$ cat config.mk
export PLATFORM = sky130hd
export DESIGN_NAME = dc_motor_hbridge_drive_with_tach_core
export DESIGN_NICKNAME = d
export VERILOG_FILES = /design/src/rtl/dmhb_pkg.sv /design/src/rtl/dmhb_div.sv /design/src/rtl/dc_motor_hbridge_drive_with_tach_core.sv
export VERILOG_INCLUDE_DIRS = /design/src /design/src/rtl
export SDC_FILE = /design/constraint.sdc
export NUM_CORES = 2
export LEC_CHECK = 0
export ABC_CLOCK_PERIOD_IN_PS = 21400
export BUFFER_PORTS_ARGS = -buffer_cell sky130_fd_sc_hd__clkbuf_2
export CAP_MARGIN = 20
export CORE_MARGIN = 1
export CORE_UTILIZATION = 30
export DETAILED_ROUTE_END_ITERATION = 8
export HOLD_SLACK_MARGIN = 0.03
export PLACE_DENSITY_LB_ADDON = 0.08
export SETUP_SLACK_MARGIN = 0.02
export SYNTH_ARGS = -nofsm -noshare
export SYNTH_HDL_FRONTEND = slang
export SYNTH_SLANG_ARGS = --single-unit
$ cat constraint.sdc
create_clock -name clock -period 21.4 [get_ports clock]
set_input_delay 2.14 -clock clock [delete_from_list [all_inputs] [get_ports clock]]
set_output_delay 2.14 -clock clock [all_outputs]
set_load 0.03 [all_outputs]
$ cat src/rtl/dc_motor_hbridge_drive_with_tach_core_defines.svh
// Assertion macros shared by the motor channel RTL.
`ifndef DC_MOTOR_HBRIDGE_DRIVE_WITH_TACH_CORE_DEFINES_SVH
`define DC_MOTOR_HBRIDGE_DRIVE_WITH_TACH_CORE_DEFINES_SVH
`ifndef SYNTHESIS
// Same-cycle implication, sampled on clock and disabled during reset.
`define DMHB_ASSERT_IMP(lbl, ante, cons) \
   lbl: assert property (@(posedge clock) disable iff (reset) (ante) |-> (cons)) \
      else $error("dmhb: assertion failed");
// Next-cycle implication, sampled on clock and disabled during reset.
`define DMHB_ASSERT_NXT(lbl, ante, cons) \
   lbl: assert property (@(posedge clock) disable iff (reset) (ante) |=> (cons)) \
      else $error("dmhb: assertion failed");
`else
`define DMHB_ASSERT_IMP(lbl, ante, cons)
`define DMHB_ASSERT_NXT(lbl, ante, cons)
`endif
`endif

$ cat src/rtl/dmhb_pkg.sv
// Types, constants and codes shared by the motor channel modules.
package dmhb_pkg;

   // Field widths.
   localparam int KIND_W  = 2;
   localparam int SPEED_W = 16;
   localparam int TIME_W  = 32;
   localparam int DUTY_W  = 13;
   localparam int CNT_W   = 32;
   localparam int CPR_W   = 16;
   localparam int DB_W    = 12;
   localparam int CSR_IDX_W  = 2;
   localparam int CSR_DATA_W = 16;
   localparam int REQ_DATA_W = 56;
   localparam int RSP_DATA_W = 96;

   // Divider geometry: a 48-bit dividend and divisor, one quotient bit a step.
   localparam int DIV_W      = 48;
   localparam int DIV_STEP_W = $clog2(DIV_W);
   localparam logic [DIV_STEP_W-1:0] DIV_LAST = DIV_STEP_W'(DIV_W - 1);

   // Constants of the drive and the tachometer.
   localparam logic [CPR_W-1:0]  MS_PER_MINUTE = 16'd60000;
   localparam logic [DUTY_W-1:0] DUTY_IDLE     = 13'd4095;
   localparam logic [DUTY_W-1:0] DUTY_FULL     = 13'd4096;
   localparam logic [DUTY_W-1:0] DUTY_OFF      = 13'd0;
   localparam logic signed [16:0] SPEED_MAX    = 17'sd4095;
   localparam logic signed [16:0] SPEED_MIN    = -17'sd4095;
   localparam logic [DIV_W-1:0]  POS_LIMIT     = 48'h0000_7FFF_FFFF;
   localparam logic [DIV_W-1:0]  NEG_LIMIT     = 48'h0000_8000_0000;

   // Item kinds.
   typedef enum logic [KIND_W-1:0] {
      KIND_EDGE   = 2'd0,
      KIND_UPDATE = 2'd1,
      KIND_COAST  = 2'd2,
      KIND_BRAKE  = 2'd3
   } kind_type;

   // Configuration register indexes.
   typedef enum logic [CSR_IDX_W-1:0] {
      CSR_INVERT_MOTOR   = 2'd0,
      CSR_INVERT_ENCODER = 2'd1,
      CSR_COUNTS_PER_REV = 2'd2,
      CSR_DEAD_BAND      = 2'd3
   } csr_index_type;

   // Sequencer states.
   typedef enum logic [4:0] {
      ST_IDLE    = 5'b00001,
      ST_MUL_NUM = 5'b00010,
      ST_MUL_DEN = 5'b00100,
      ST_DIV     = 5'b01000,
      ST_PUT     = 5'b10000
   } state_type;

   // Divider control and status.
   typedef struct packed {
      logic start;
   } div_ctl_type;

   typedef struct packed {
      logic busy;
      logic done;
   } div_sts_type;

endpackage

$ cat src/rtl/dmhb_div.sv
// Bit-serial restoring divider for the rpm quotient, one quotient bit per cycle.
`include "dc_motor_hbridge_drive_with_tach_core_defines.svh"

module dmhb_div (
   input  logic                          clock,
   input  logic                          reset,
   input  dmhb_pkg::div_ctl_type         ctl,
   input  logic [dmhb_pkg::DIV_W-1:0]    dividend,
   input  logic [dmhb_pkg::DIV_W-1:0]    divisor,
   output dmhb_pkg::div_sts_type         sts,
   output logic [dmhb_pkg::DIV_W-1:0]    quotient
);

   logic                              busy_ff, busy_in;
   logic                              done_ff, done_in;
   logic [dmhb_pkg::DIV_STEP_W-1:0]   step_ff, step_in;
   logic [dmhb_pkg::DIV_W-1:0]        rem_ff, rem_in;
   logic [dmhb_pkg::DIV_W-1:0]        quo_ff, quo_in;
   logic [dmhb_pkg::DIV_W-1:0]        dsr_ff, dsr_in;
   logic [dmhb_pkg::DIV_W:0]          shifted;
   logic [dmhb_pkg::DIV_W:0]          diff;
   logic                              fits;

   // One trial subtraction of the divisor from the shifted partial remainder.
   assign shifted = {rem_ff, quo_ff[dmhb_pkg::DIV_W-1]};
   assign diff    = shifted - {1'b0, dsr_ff};
   assign fits    = ~diff[dmhb_pkg::DIV_W];

   // Step sequencing: load on start, then one quotient bit each cycle.
   always_comb begin
      busy_in = busy_ff;
      done_in = 1'b0;
      step_in = step_ff;
      rem_in  = rem_ff;
      quo_in  = quo_ff;
      dsr_in  = dsr_ff;
      if (ctl.start) begin
         busy_in = 1'b1;
         step_in = '0;
         rem_in  = '0;
         quo_in  = dividend;
         dsr_in  = divisor;
      end else if (busy_ff) begin
         rem_in  = fits ? diff[dmhb_pkg::DIV_W-1:0] : shifted[dmhb_pkg::DIV_W-1:0];
         quo_in  = {quo_ff[dmhb_pkg::DIV_W-2:0], fits};
         step_in = step_ff + 1'b1;
         if (step_ff == dmhb_pkg::DIV_LAST) begin
            busy_in = 1'b0;
            done_in = 1'b1;
         end
      end
   end

   always_ff @(posedge clock) begin
      if (reset) begin
         busy_ff <= 1'b0;
         done_ff <= 1'b0;
      end else begin
         busy_ff <= busy_in;
         done_ff <= done_in;
      end
      step_ff <= step_in;
      rem_ff  <= rem_in;
      quo_ff  <= quo_in;
      dsr_ff  <= dsr_in;
   end

   assign sts.busy = busy_ff;
   assign sts.done = done_ff;
   assign quotient = quo_ff;

   // A start always begins a fresh run from the first step.
   `DMHB_ASSERT_NXT(a_div_start, ctl.start, busy_ff && step_ff == '0)
   // The finishing pulse comes only once the run has stopped.
   `DMHB_ASSERT_IMP(a_div_done_idle, done_ff, !busy_ff)
   // The partial remainder stays below the divisor during a run.
   `DMHB_ASSERT_IMP(a_div_rem_bound, busy_ff, rem_ff < dsr_ff)

endmodule

$ cat src/rtl/dc_motor_hbridge_drive_with_tach_core.sv
// Motor channel top level: H-bridge duty drive, encoder position count and rpm meter.
//
// Items arrive on the req_ stream, with the item kind in req_tuser. An encoder
// edge item gives no result and leaves the block idle, so edge items can follow
// each other on every clock. Coast and brake items, and an update whose elapsed
// time or counts per revolution is zero, set the duties on the accepting edge;
// they then go through the output stage into the output register, which drives
// rsp_tvalid. Any other update also latches the count and time deltas on the
// accepting edge, then goes through a single shared 32x16 multiplier (count
// delta times 60000, then counts per revolution times elapsed ms), a bit-serial
// restoring divider, the divider's finishing pulse and the output stage. Most
// of an update's time is spent in the divider. The block takes no new item until
// the current one has been handed to the output register; that register lets the
// next item in while a result waits on rsp_tready, and a result that finds it
// still full waits in the output stage until rsp_tready frees it. Configuration
// writes are taken at any time and should be made only while the block is idle.
`include "dc_motor_hbridge_drive_with_tach_core_defines.svh"

module dc_motor_hbridge_drive_with_tach_core (
   input  logic                                 clock,
   input  logic                                 reset,
   // Input items.
   input  logic                                 req_tvalid,
   output logic                                 req_tready,
   // enc_a_level [0], enc_b_level [1], raw_speed [17:2], now_ms [49:18], zeros
   input  logic [dmhb_pkg::REQ_DATA_W-1:0]      req_tdata,
   // kind [1:0]
   input  logic [dmhb_pkg::KIND_W-1:0]          req_tuser,
   // Result items.
   output logic                                 rsp_tvalid,
   input  logic                                 rsp_tready,
   // duty_a [12:0], duty_b [25:13], speed_rpm [57:26], position_count [89:58], zeros
   output logic [dmhb_pkg::RSP_DATA_W-1:0]      rsp_tdata,
   // Configuration writes.
   input  logic                                 csr_valid,
   output logic                                 csr_ready,
   input  logic [dmhb_pkg::CSR_IDX_W-1:0]       csr_index,
   input  logic [dmhb_pkg::CSR_DATA_W-1:0]      csr_data
);

   // Configuration registers.
   logic                              inv_motor_ff, inv_motor_in;
   logic                              inv_enc_ff, inv_enc_in;
   logic [dmhb_pkg::CPR_W-1:0]        cpr_ff, cpr_in;
   logic [dmhb_pkg::DB_W-1:0]         db_ff, db_in;

   // Channel state.
   dmhb_pkg::state_type               state_ff, state_in;
   logic [dmhb_pkg::CNT_W-1:0]        count_now_ff, count_now_in;
   logic [dmhb_pkg::CNT_W-1:0]        count_prev_ff, count_prev_in;
   logic [dmhb_pkg::TIME_W-1:0]       time_prev_ff, time_prev_in;
   logic [dmhb_pkg::CNT_W-1:0]        rpm_ff, rpm_in;

   // Working registers of one update.
   logic                              neg_ff, neg_in;
   logic [dmhb_pkg::CNT_W-1:0]        mag_ff, mag_in;
   logic [dmhb_pkg::TIME_W-1:0]       dtime_ff, dtime_in;
   logic [dmhb_pkg::DIV_W-1:0]        num_ff, num_in;
   logic [dmhb_pkg::DUTY_W-1:0]       duty_a_ff, duty_a_in;
   logic [dmhb_pkg::DUTY_W-1:0]       duty_b_ff, duty_b_in;

   // Output register.
   logic                              rsp_valid_ff, rsp_valid_in;
   logic [dmhb_pkg::RSP_DATA_W-1:0]   rsp_data_ff, rsp_data_in;

   // Input fields.
   dmhb_pkg::kind_type                kind;
   logic                              enc_a;
   logic                              enc_b;
   logic signed [dmhb_pkg::SPEED_W-1:0] raw_speed;
   logic [dmhb_pkg::TIME_W-1:0]       now_ms;
   logic                              req_fire;
   logic                              slot_free;

   // Combinational helpers.
   logic signed [16:0]                spd_ext;
   logic signed [16:0]                spd_clamp;
   logic signed [16:0]                db_pos;
   logic signed [16:0]                db_neg;
   logic [dmhb_pkg::DUTY_W-1:0]       upd_duty_a;
   logic [dmhb_pkg::DUTY_W-1:0]       upd_duty_b;
   logic [dmhb_pkg::CNT_W-1:0]        dcount;
   logic [dmhb_pkg::TIME_W-1:0]       dtime;
   logic [dmhb_pkg::CNT_W-1:0]        mul_a;
   logic [dmhb_pkg::CPR_W-1:0]        mul_b;
   logic [dmhb_pkg::DIV_W-1:0]        product;
   logic [dmhb_pkg::CNT_W-1:0]        sat_mag;
   logic [dmhb_pkg::CNT_W-1:0]        rpm_new;

   // Divider interface.
   dmhb_pkg::div_ctl_type             div_ctl;
   dmhb_pkg::div_sts_type             div_sts;
   logic [dmhb_pkg::DIV_W-1:0]        quotient;

   // Field unpacking and handshakes.
   assign kind      = dmhb_pkg::kind_type'(req_tuser);
   assign enc_a     = req_tdata[0];
   assign enc_b     = req_tdata[1];
   assign raw_speed = req_tdata[17:2];
   assign now_ms    = req_tdata[49:18];
   assign req_tready = (state_ff == dmhb_pkg::ST_IDLE);
   assign req_fire   = req_tvalid && req_tready;
   assign csr_ready  = 1'b1;
   assign slot_free  = !rsp_valid_ff || rsp_tready;

   // Speed command: sign-extend, optionally negate, clamp, then pick the duties.
   always_comb begin
      spd_ext = 17'(raw_speed);
      if (inv_motor_ff) begin
         spd_ext = -spd_ext;
      end
      if (spd_ext > dmhb_pkg::SPEED_MAX) begin
         spd_clamp = dmhb_pkg::SPEED_MAX;
      end else if (spd_ext < dmhb_pkg::SPEED_MIN) begin
         spd_clamp = dmhb_pkg::SPEED_MIN;
      end else begin
         spd_clamp = spd_ext;
      end
      db_pos = signed'({5'd0, db_ff});
      db_neg = -db_pos;
      if (spd_clamp > db_pos) begin
         upd_duty_a = spd_clamp[dmhb_pkg::DUTY_W-1:0];
         upd_duty_b = dmhb_pkg::DUTY_OFF;
      end else if (spd_clamp < db_neg) begin
         upd_duty_a = dmhb_pkg::DUTY_OFF;
         upd_duty_b = 13'(-spd_clamp);
      end else begin
         upd_duty_a = dmhb_pkg::DUTY_IDLE;
         upd_duty_b = dmhb_pkg::DUTY_IDLE;
      end
   end

   // Deltas since the previous update.
   assign dcount = count_now_ff - count_prev_ff;
   assign dtime  = now_ms - time_prev_ff;

   // Shared multiplier: count magnitude times 60000, then cpr times elapsed ms.
   assign mul_a   = (state_ff == dmhb_pkg::ST_MUL_NUM) ? mag_ff : dtime_ff;
   assign mul_b   = (state_ff == dmhb_pkg::ST_MUL_NUM) ? dmhb_pkg::MS_PER_MINUTE : cpr_ff;
   assign product = dmhb_pkg::DIV_W'(mul_a) * dmhb_pkg::DIV_W'(mul_b);

   // The divider takes the numerator register and the fresh denominator product.
   assign div_ctl.start = (state_ff == dmhb_pkg::ST_MUL_DEN);

   dmhb_div u_div (
      .clock    (clock),
      .reset    (reset),
      .ctl      (div_ctl),
      .dividend (num_ff),
      .divisor  (product),
      .sts      (div_sts),
      .quotient (quotient)
   );

   // Saturate the quotient to the signed 32-bit range and restore the sign.
   always_comb begin
      if (neg_ff) begin
         sat_mag = (quotient > dmhb_pkg::NEG_LIMIT) ? dmhb_pkg::NEG_LIMIT[31:0]
                                                    : quotient[31:0];
         rpm_new = -sat_mag;
      end else begin
         sat_mag = (quotient > dmhb_pkg::POS_LIMIT) ? dmhb_pkg::POS_LIMIT[31:0]
                                                    : quotient[31:0];
         rpm_new = sat_mag;
      end
   end

   // Configuration writes.
   always_comb begin
      inv_motor_in = inv_motor_ff;
      inv_enc_in   = inv_enc_ff;
      cpr_in       = cpr_ff;
      db_in        = db_ff;
      if (csr_valid && csr_ready) begin
         case (dmhb_pkg::csr_index_type'(csr_index))
            dmhb_pkg::CSR_INVERT_MOTOR:   inv_motor_in = csr_data[0];
            dmhb_pkg::CSR_INVERT_ENCODER: inv_enc_in   = csr_data[0];
            dmhb_pkg::CSR_COUNTS_PER_REV: cpr_in       = csr_data;
            dmhb_pkg::CSR_DEAD_BAND:      db_in        = csr_data[dmhb_pkg::DB_W-1:0];
            default:                      db_in        = db_ff;
         endcase
      end
   end

   // Sequencer and channel state.
   always_comb begin
      state_in      = state_ff;
      count_now_in  = count_now_ff;
      count_prev_in = count_prev_ff;
      time_prev_in  = time_prev_ff;
      rpm_in        = rpm_ff;
      neg_in        = neg_ff;
      mag_in        = mag_ff;
      dtime_in      = dtime_ff;
      num_in        = num_ff;
      duty_a_in     = duty_a_ff;
      duty_b_in     = duty_b_ff;
      rsp_valid_in  = rsp_valid_ff && !rsp_tready;
      rsp_data_in   = rsp_data_ff;
      case (state_ff)
         dmhb_pkg::ST_IDLE: begin
            if (req_fire) begin
               case (kind)
                  dmhb_pkg::KIND_EDGE: begin
                     // Unequal levels count up; the invert flag swaps directions.
                     if ((enc_a != enc_b) != inv_enc_ff) begin
                        count_now_in = count_now_ff + 1'b1;
                     end else begin
                        count_now_in = count_now_ff - 1'b1;
                     end
                  end
                  dmhb_pkg::KIND_UPDATE: begin
                     duty_a_in     = upd_duty_a;
                     duty_b_in     = upd_duty_b;
                     neg_in        = dcount[dmhb_pkg::CNT_W-1];
                     mag_in        = dcount[dmhb_pkg::CNT_W-1] ? -dcount : dcount;
                     dtime_in      = dtime;
                     count_prev_in = count_now_ff;
                     time_prev_in  = now_ms;
                     if (dtime == '0 || cpr_ff == '0) begin
                        state_in = dmhb_pkg::ST_PUT;
                     end else begin
                        state_in = dmhb_pkg::ST_MUL_NUM;
                     end
                  end
                  dmhb_pkg::KIND_COAST: begin
                     duty_a_in = dmhb_pkg::DUTY_OFF;
                     duty_b_in = dmhb_pkg::DUTY_OFF;
                     state_in  = dmhb_pkg::ST_PUT;
                  end
                  default: begin
                     duty_a_in = dmhb_pkg::DUTY_FULL;
                     duty_b_in = dmhb_pkg::DUTY_FULL;
                     state_in  = dmhb_pkg::ST_PUT;
                  end
               endcase
            end
         end
         dmhb_pkg::ST_MUL_NUM: begin
            num_in   = product;
            state_in = dmhb_pkg::ST_MUL_DEN;
         end
         dmhb_pkg::ST_MUL_DEN: begin
            state_in = dmhb_pkg::ST_DIV;
         end
         dmhb_pkg::ST_DIV: begin
            if (div_sts.done) begin
               rpm_in   = rpm_new;
               state_in = dmhb_pkg::ST_PUT;
            end
         end
         dmhb_pkg::ST_PUT: begin
            // Hand the result over once the output register is free.
            if (slot_free) begin
               rsp_valid_in = 1'b1;
               rsp_data_in  = {6'd0, count_now_ff, rpm_ff, duty_b_ff, duty_a_ff};
               state_in     = dmhb_pkg::ST_IDLE;
            end
         end
         default: begin
            state_in = dmhb_pkg::ST_IDLE;
         end
      endcase
   end

   always_ff @(posedge clock) begin
      if (reset) begin
         state_ff      <= dmhb_pkg::ST_IDLE;
         inv_motor_ff  <= 1'b0;
         inv_enc_ff    <= 1'b0;
         cpr_ff        <= dmhb_pkg::CPR_W'(1);
         db_ff         <= '0;
         count_now_ff  <= '0;
         count_prev_ff <= '0;
         time_prev_ff  <= '0;
         rpm_ff        <= '0;
         rsp_valid_ff  <= 1'b0;
      end else begin
         state_ff      <= state_in;
         inv_motor_ff  <= inv_motor_in;
         inv_enc_ff    <= inv_enc_in;
         cpr_ff        <= cpr_in;
         db_ff         <= db_in;
         count_now_ff  <= count_now_in;
         count_prev_ff <= count_prev_in;
         time_prev_ff  <= time_prev_in;
         rpm_ff        <= rpm_in;
         rsp_valid_ff  <= rsp_valid_in;
      end
      neg_ff      <= neg_in;
      mag_ff      <= mag_in;
      dtime_ff    <= dtime_in;
      num_ff      <= num_in;
      duty_a_ff   <= duty_a_in;
      duty_b_ff   <= duty_b_in;
      rsp_data_ff <= rsp_data_in;
   end

   assign rsp_tvalid = rsp_valid_ff;
   assign rsp_tdata  = rsp_data_ff;

   // An encoder edge leaves the block ready for the next item.
   `DMHB_ASSERT_NXT(a_edge_ready, req_fire && kind == dmhb_pkg::KIND_EDGE, req_tready)
   // An update with no elapsed time keeps the held rpm.
   `DMHB_ASSERT_NXT(a_rpm_hold, req_fire && kind == dmhb_pkg::KIND_UPDATE && dtime == '0, rpm_ff == $past(rpm_ff))
   // Leaving the output stage always presents a result.
   `DMHB_ASSERT_NXT(a_put_shows, state_ff == dmhb_pkg::ST_PUT && slot_free, rsp_valid_ff)
   // The divider keeps running for as long as the sequencer waits on it.
   `DMHB_ASSERT_IMP(a_div_busy, state_ff == dmhb_pkg::ST_DIV && !div_sts.done, div_sts.busy)

endmodule
Word level (Yosys, flattened, before mapping)
Cells that the tools add are included.

Register bits: 545. Input bits: 81. Output and inout bits: 99. Logic and storage cells: 115.

$add $sub $neg: 11. Multipliers: 1. Magnitude comparators: 6. Equal/unequal tests: 17. Muxes and demuxes: 31. Bitwise operators: 3. Reductions and logical operators: 22.

Operators by type and width (count): $mux W32 (5); $mux W48 (3); $pmux W13 S3 (2); $neg A32 Y32 (2); $sub A32 B32 Y32 (2); $mux W17 (3); $sub A49 B48 Y49 (1); $gt A48 B31 Y1 const B (1); $gt A48 B32 Y1 const B (1); $mul A32 B16 Y48 (1); $mux W13 (3); $add A32 B1 Y32 const B (1); $logic_not A32 Y1 (1); $sub A32 B1 Y32 const B (1); $mux W31 (1); $pmux W5 S5 (1); $mux W5 (4); $gt A17 B13 Y1 (1); $gt A17 B13 Y1 const B (1); $lt A17 B13 Y1 const B (1); $lt A17 B17 Y1 (1); $neg A12 Y17 (1); $neg A16 Y17 (1); $logic_not A16 Y1 (1); other kinds (27) (51).

Depth between registers and ports, before layout
Depth in word-level cells: 9. Depth in mapped cells: 32. Depth with buffers taken out: 29.

By module
A second synthesis with hierarchy kept.

Cell total of the unflattened synthesis: 5189. Area total of the unflattened synthesis: 47008.8 um2.

Modules (own cells, without submodules): dc_motor_hbridge_drive_with_tach_core (times used 1, cells each 4325, area each 38289.2 um2, sequential area each 10159.7 um2); dmhb_div (times used 1, cells each 864, area each 8719.6 um2, sequential area each 4003.8 um2).

Worst setup path after synthesis
No wires, ideal clock.

Path type: flip-flop to flip-flop. Start: register state_ff[2]. End: register num_ff[45] in the netlist's numbering (data pin). Setup time: 0.263 ns. Arrival: 8.608 ns. Data required time: 21.137 ns. Setup slack: 12.529 ns. Stages on the path, launching flop included: 31. Buffers on the path: 3. Period minus slack after synthesis: 8.871 ns. Cells stage by stage: dfxtp_1 clkbuf_1 nor2_1 nand3_1 inv_1 buf_1 buf_1 nand2_1 nand2_1 nand2_1 fa_1 inv_1 fa_1 fa_1 fa_1 fa_1 inv_1 fa_1 inv_1 ha_1 a2111oi_0 o21ai_0 a311o_1 a311oi_1 a21o_1 o211ai_1 o211ai_1 o41ai_1 a21o_1 a21oi_1 xnor2_1.

Cells in the longest elaborated chain, start to end: 3. Elaborated cells between the ends (all ways): 4. Those cells by class: mul: 1; eq/ne: 1; mux: 2.

RTL lines: from (decl) (line dc_motor_hbridge_drive_with_tach_core.sv:48) `dmhb_pkg::state_type state_ff, state_in;`; from (signal assigned) (line dc_motor_hbridge_drive_with_tach_core.sv:268) `state_ff <= dmhb_pkg::ST_IDLE;`; from (signal assigned) (line dc_motor_hbridge_drive_with_tach_core.sv:279) `state_ff <= state_in;`; $eq A5 B2 Y1 * (line dc_motor_hbridge_drive_with_tach_core.sv:138, dc_motor_hbridge_drive_with_tach_core.sv:139); $mux W32 / $mux W16 (equally long branches) (line dc_motor_hbridge_drive_with_tach_core.sv:138, dc_motor_hbridge_drive_with_tach_core.sv:139); $mul A32 B16 Y48 * (line dc_motor_hbridge_drive_with_tach_core.sv:140) `assign product = dmhb_pkg::DIV_W'(mul_a) * dmhb_pkg::DIV_W'(mul_b);`; net product, one bit (line dc_motor_hbridge_drive_with_tach_core.sv:86) `logic [dmhb_pkg::DIV_W-1:0] product;`; to (signal assigned) (line dc_motor_hbridge_drive_with_tach_core.sv:293) `num_ff <= num_in;`; to (decl) (line dc_motor_hbridge_drive_with_tach_core.sv:58) `logic [dmhb_pkg::DIV_W-1:0] num_ff, num_in;`.

The timed path passes the listed nets; every way through them passes the cells marked *. A chain may end at the register's enable or synchronous reset.

Final worst setup path
Start: register state_ff[2]. End: register u_div.dsr_ff[45] in the netlist's numbering (data pin).

Cells in the longest elaborated chain, start to end: 3. Elaborated cells between the ends (all ways): 4. Those cells by class: mul: 1; eq/ne: 1; mux: 2.

RTL lines: $eq A5 B2 Y1 * (line dc_motor_hbridge_drive_with_tach_core.sv:138, dc_motor_hbridge_drive_with_tach_core.sv:139); $mux W32 / $mux W16 (equally long branches) (line dc_motor_hbridge_drive_with_tach_core.sv:138, dc_motor_hbridge_drive_with_tach_core.sv:139); $mul A32 B16 Y48 * (line dc_motor_hbridge_drive_with_tach_core.sv:140); net product, one bit (line dc_motor_hbridge_drive_with_tach_core.sv:86); to (signal assigned) (line dmhb_div.sv:65) `dsr_ff <= dsr_in;`; to (decl) (line dmhb_div.sv:19) `logic [dmhb_pkg::DIV_W-1:0] dsr_ff, dsr_in;`.

Marks and branches as above.

==> results.ini <==
[power_and_ir_drop]
p_seq_frac = 0.350
cellInternalPower_mw = 2.33
p_leak_nw = 22.3
total_power_mw = 3.55
combPwrFrac = 0.308
pwr-share-clk = 0.342
p_sw_mw = 1.22
p_per_area_mw_per_mm2 = 68.2
swShare = 0.343
ir_drop_mv = 0.0488

[critical_path]
cpPeakStageDelay_ps = 730
rr_startpoint = state_ff[2]
crit_path_start_kind = flip-flop
crit_top_cell = fa_1
worstPathArrival_ps = 11300
worst_path_max_delay_cell = buf_4
crit_required_ps = 21760
crit_fanout = 78
ff2ff_setup_slack_ps = 10460
rr_worst_depth = 28
startpoint = state_ff[2]
cp-endpoint = u_div.dsr_ff[45]
cp-end-kind = flip-flop
crit_type = flip-flop to flip-flop
reg2reg_to = u_div.dsr_ff[45]

[cells_and_area]
fin_cells = 7384
drive_above_1_share = 0.0787
syn_to_final_growth_pct = 11.5
num-nets-final = 6081
multiInputGateArea_mm2 = 0.0291
register_area_mm2 = 0.0142
fillerInstances = 16269

[routing]
wl_per_cell_um = 19.5
dr_total_vias = 35783
wl_mm = 144
ant_nets = 0
drc_errors = 16
drt_iter0_markers = 2088
avgViaCountPerCell = 4.85
drtPass1Iterations = 7

[status]
violations = design-rule violations
outcome = complete, but fails checks

[clock_tree]
htree_levels = 3
clock_latency_ps = 690
cts_max_path_buffers = 3
root_buffer = clkbuf_16
post_cts_buffers = 0
clkTransAtPathRegs_ps = 60
cts_hold_buf = 0
numClockSinks = 545
cts_resized = 0
cts_made_buffers = 70
cts_tree = yes

[yosys]
synth_area_mm2 = 0.0466
async_flop_share = 0
synth_ff_type = edfxtp_1
yosysUniqueCellTypes = 97
postSynthCellCount = 5221
synth_area_per_cell_um2 = 8.93
synth-seq-cells = 545
ys_seq_area_frac = 0.304
synth_edf_count = 325
yosys_warnings = 0

[timing]
fin_tns_setup_ps = 0
holdWs_ps = 414
final_hold_viol_count = 0
fmax_mhz = 91.4
worst_pin_slew_ps = 1060
drv_slew = 0
slew_headroom = 0.296
period_minus_slack_ps = 10940
finalSetupViolCount = 0
setup_ws_ps = 10460
finalClockSkew_ps = 58.5
rsz0062_at_grt = no
fin_crit_sh = 0.511

[global_routing]
grt_first_pass_wirelength_mm = 223
grt_overflow = 0
antenna_found_initial = 2
grt_max_degree = 105
track_usage = 0.184
grt_pass1_vias = 36817

[run]
cap_viol_max_count = 0

[die]
core_mm2 = 0.154
die_y_um = 396
start_util = 0.302
die_w_um = 396
ios = 180
rows = 144
die_area_mm2 = 0.157

[min_path]
hold_depth = 0
hp-class = flip-flop to flip-flop

[place]
place.gp.congestion = 0.857
dp.cells = 7252
port_buffers = 166
dp_hpwl_mm = 112
pre_cts_ws_ps = 10410

[logic make-up (layout without fill, tap and decap cells)]
family	Yosys count	after routing	synth area share
multiplexers	71	71	0.0153
buffers and inverters	893	1005	0.0735
other	2	9	0.000161
adder cells (fa/ha/maj)	720	720	0.261
XOR/XNOR	219	219	0.0411
flip-flops	545	545	0.304
AO/OA/AOI/OAI	1010	1010	0.136
AND/OR/NAND/NOR	1761	1761	0.169
[flip-flops by register name, indices dropped and copies added, names as in the netlist]
signal / count
duty_a_ff: 13
inv_enc_ff: 1
u_div.quotient: 48
u_div.done_ff: 1
count_now_ff: 32
mag_ff: 32
u_div.rem_ff: 48
neg_ff: 1
inv_motor_ff: 1
rpm_ff: 32
rsp_tdata: 90
u_div.dsr_ff: 48
duty_b_ff: 13
rsp_tvalid: 1
cpr_ff: 16
dtime_ff: 32
num_ff: 48
u_div.step_ff: 6
count_prev_ff: 32
u_div.busy_ff: 1
time_prev_ff: 32
state_ff: 5
db_ff: 12
[per-layer routing]
metal	part of all wire	global-route usage	vias up	wire length, um
li1	-	-	17553	-
met2	0.47	0.305	593	67200
met4	0.031	0.0589	2	4430
met3	0.034	0.0245	169	4940
met1	0.47	0.248	17466	67700
met5	0.000090	0	-	13
[worst min path at each step]
| stage | end | startpoint |
|---|---|---|
| final | rsp_tdata[0] | duty_a_ff[0] |
| after global routing | rsp_tdata[0] | duty_a_ff[0] |
| after CTS | rsp_tdata[0] | duty_a_ff[0] |
| after detailed placement | rsp_tdata[23] | duty_b_ff[10] |
| after global placement | rsp_tdata[11] | duty_a_ff[11] |
| after floorplan | rsp_tdata[0] | duty_a_ff[0] |
[synthesized netlist by cell type, types with 27 or more instances]
library cell / n / area, um^2
and2_1: 29 / 181
nand3_1: 65 / 325
ha_1: 298 / 3730
a21oi_1: 387 / 1940
nor2b_1: 30 / 188
edfxtp_1: 325 / 9760
nor4_1: 32 / 200
and3_1: 99 / 619
mux2i_1: 67 / 671
xnor2_1: 145 / 1270
or2_2: 34 / 213
a31oi_1: 27 / 169
o21a_1: 52 / 390
or3_1: 33 / 206
fa_1: 422 / 8450
clkbuf_1: 198 / 743
a211oi_1: 46 / 345
nand2b_1: 43 / 269
nor3_1: 97 / 485
o21ai_0: 172 / 861
nor2_1: 335 / 1260
xor2_1: 74 / 648
dfxtp_1: 220 / 4400
a21o_1: 106 / 796
inv_1: 649 / 2440
nand2_1: 883 / 3310
[per-stage QoR]
stage	util	area (um^2)
after floorplan	-	46700
after global placement	0.322	49600
after detailed placement	0.322	49600
after CTS	0.337	52000
after global routing	0.337	52000
final	0.337	52000
[cell type report]
| cell class | instances | area share |
|---|---|---|
| clock inverter | 28 | 0.00823 |
| timing repair buffer | 225 | 0.0249 |
| tap | 2044 | 0.0492 |
| multi-input combinational | 3788 | 0.561 |
| sequential | 545 | 0.272 |
| inverter | 650 | 0.0470 |
| clock buffer | 102 | 0.0377 |
| antenna | 2 | 0.0000962 |
[placed cells by master, fill, tap and decap left out, types with 18 or more instances in the layout]
cell type	instances
a211oi_1	46
a21o_1	106
a21oi_1	387
a31oi_1	27
and2_1	25
and3_1	99
buf_4	58
clkbuf_1	24
clkbuf_16	71
clkbuf_2	165
dfxtp_1	219
edfxtp_1	325
fa_1	422
ha_1	298
inv_1	645
mux2i_1	66
nand2_1	882
nand2b_1	43
nand3_1	63
nand4_1	18
nor2_1	328
nor2b_1	29
nor3_1	96
nor4_1	32
o211ai_1	26
o21a_1	52
o21ai_0	172
o21ai_1	20
o21bai_1	20
o31ai_1	26
or2_2	34
or3_1	33
xnor2_1	144
xor2_1	74
[critical path, delay by kind of cell, from the launching register on]
kind | cells | cell delay, ps
compound gates | 8 | 2380
xor+xnor | 1 | 630
fa+ha+maj | 7 | 3590
buf+inv | 6 | 1860
flops | 1 | 480
simple gates | 6 | 1550
[power groups by stage]
stage / registers (mW) / clock network, mW / logic [mW]
finish: 1.24 / 1.21 / 1.09
global route: 1.24 / 1.29 / 1.24
CTS: 1.24 / 1.26 / 1.12
detailed placement: 1.26 / 0 / 1.11
global placement: 1.26 / 0 / 1.11
floorplan: 1.24 / 0 / 0.791
(Power assumes the default switching activity.)
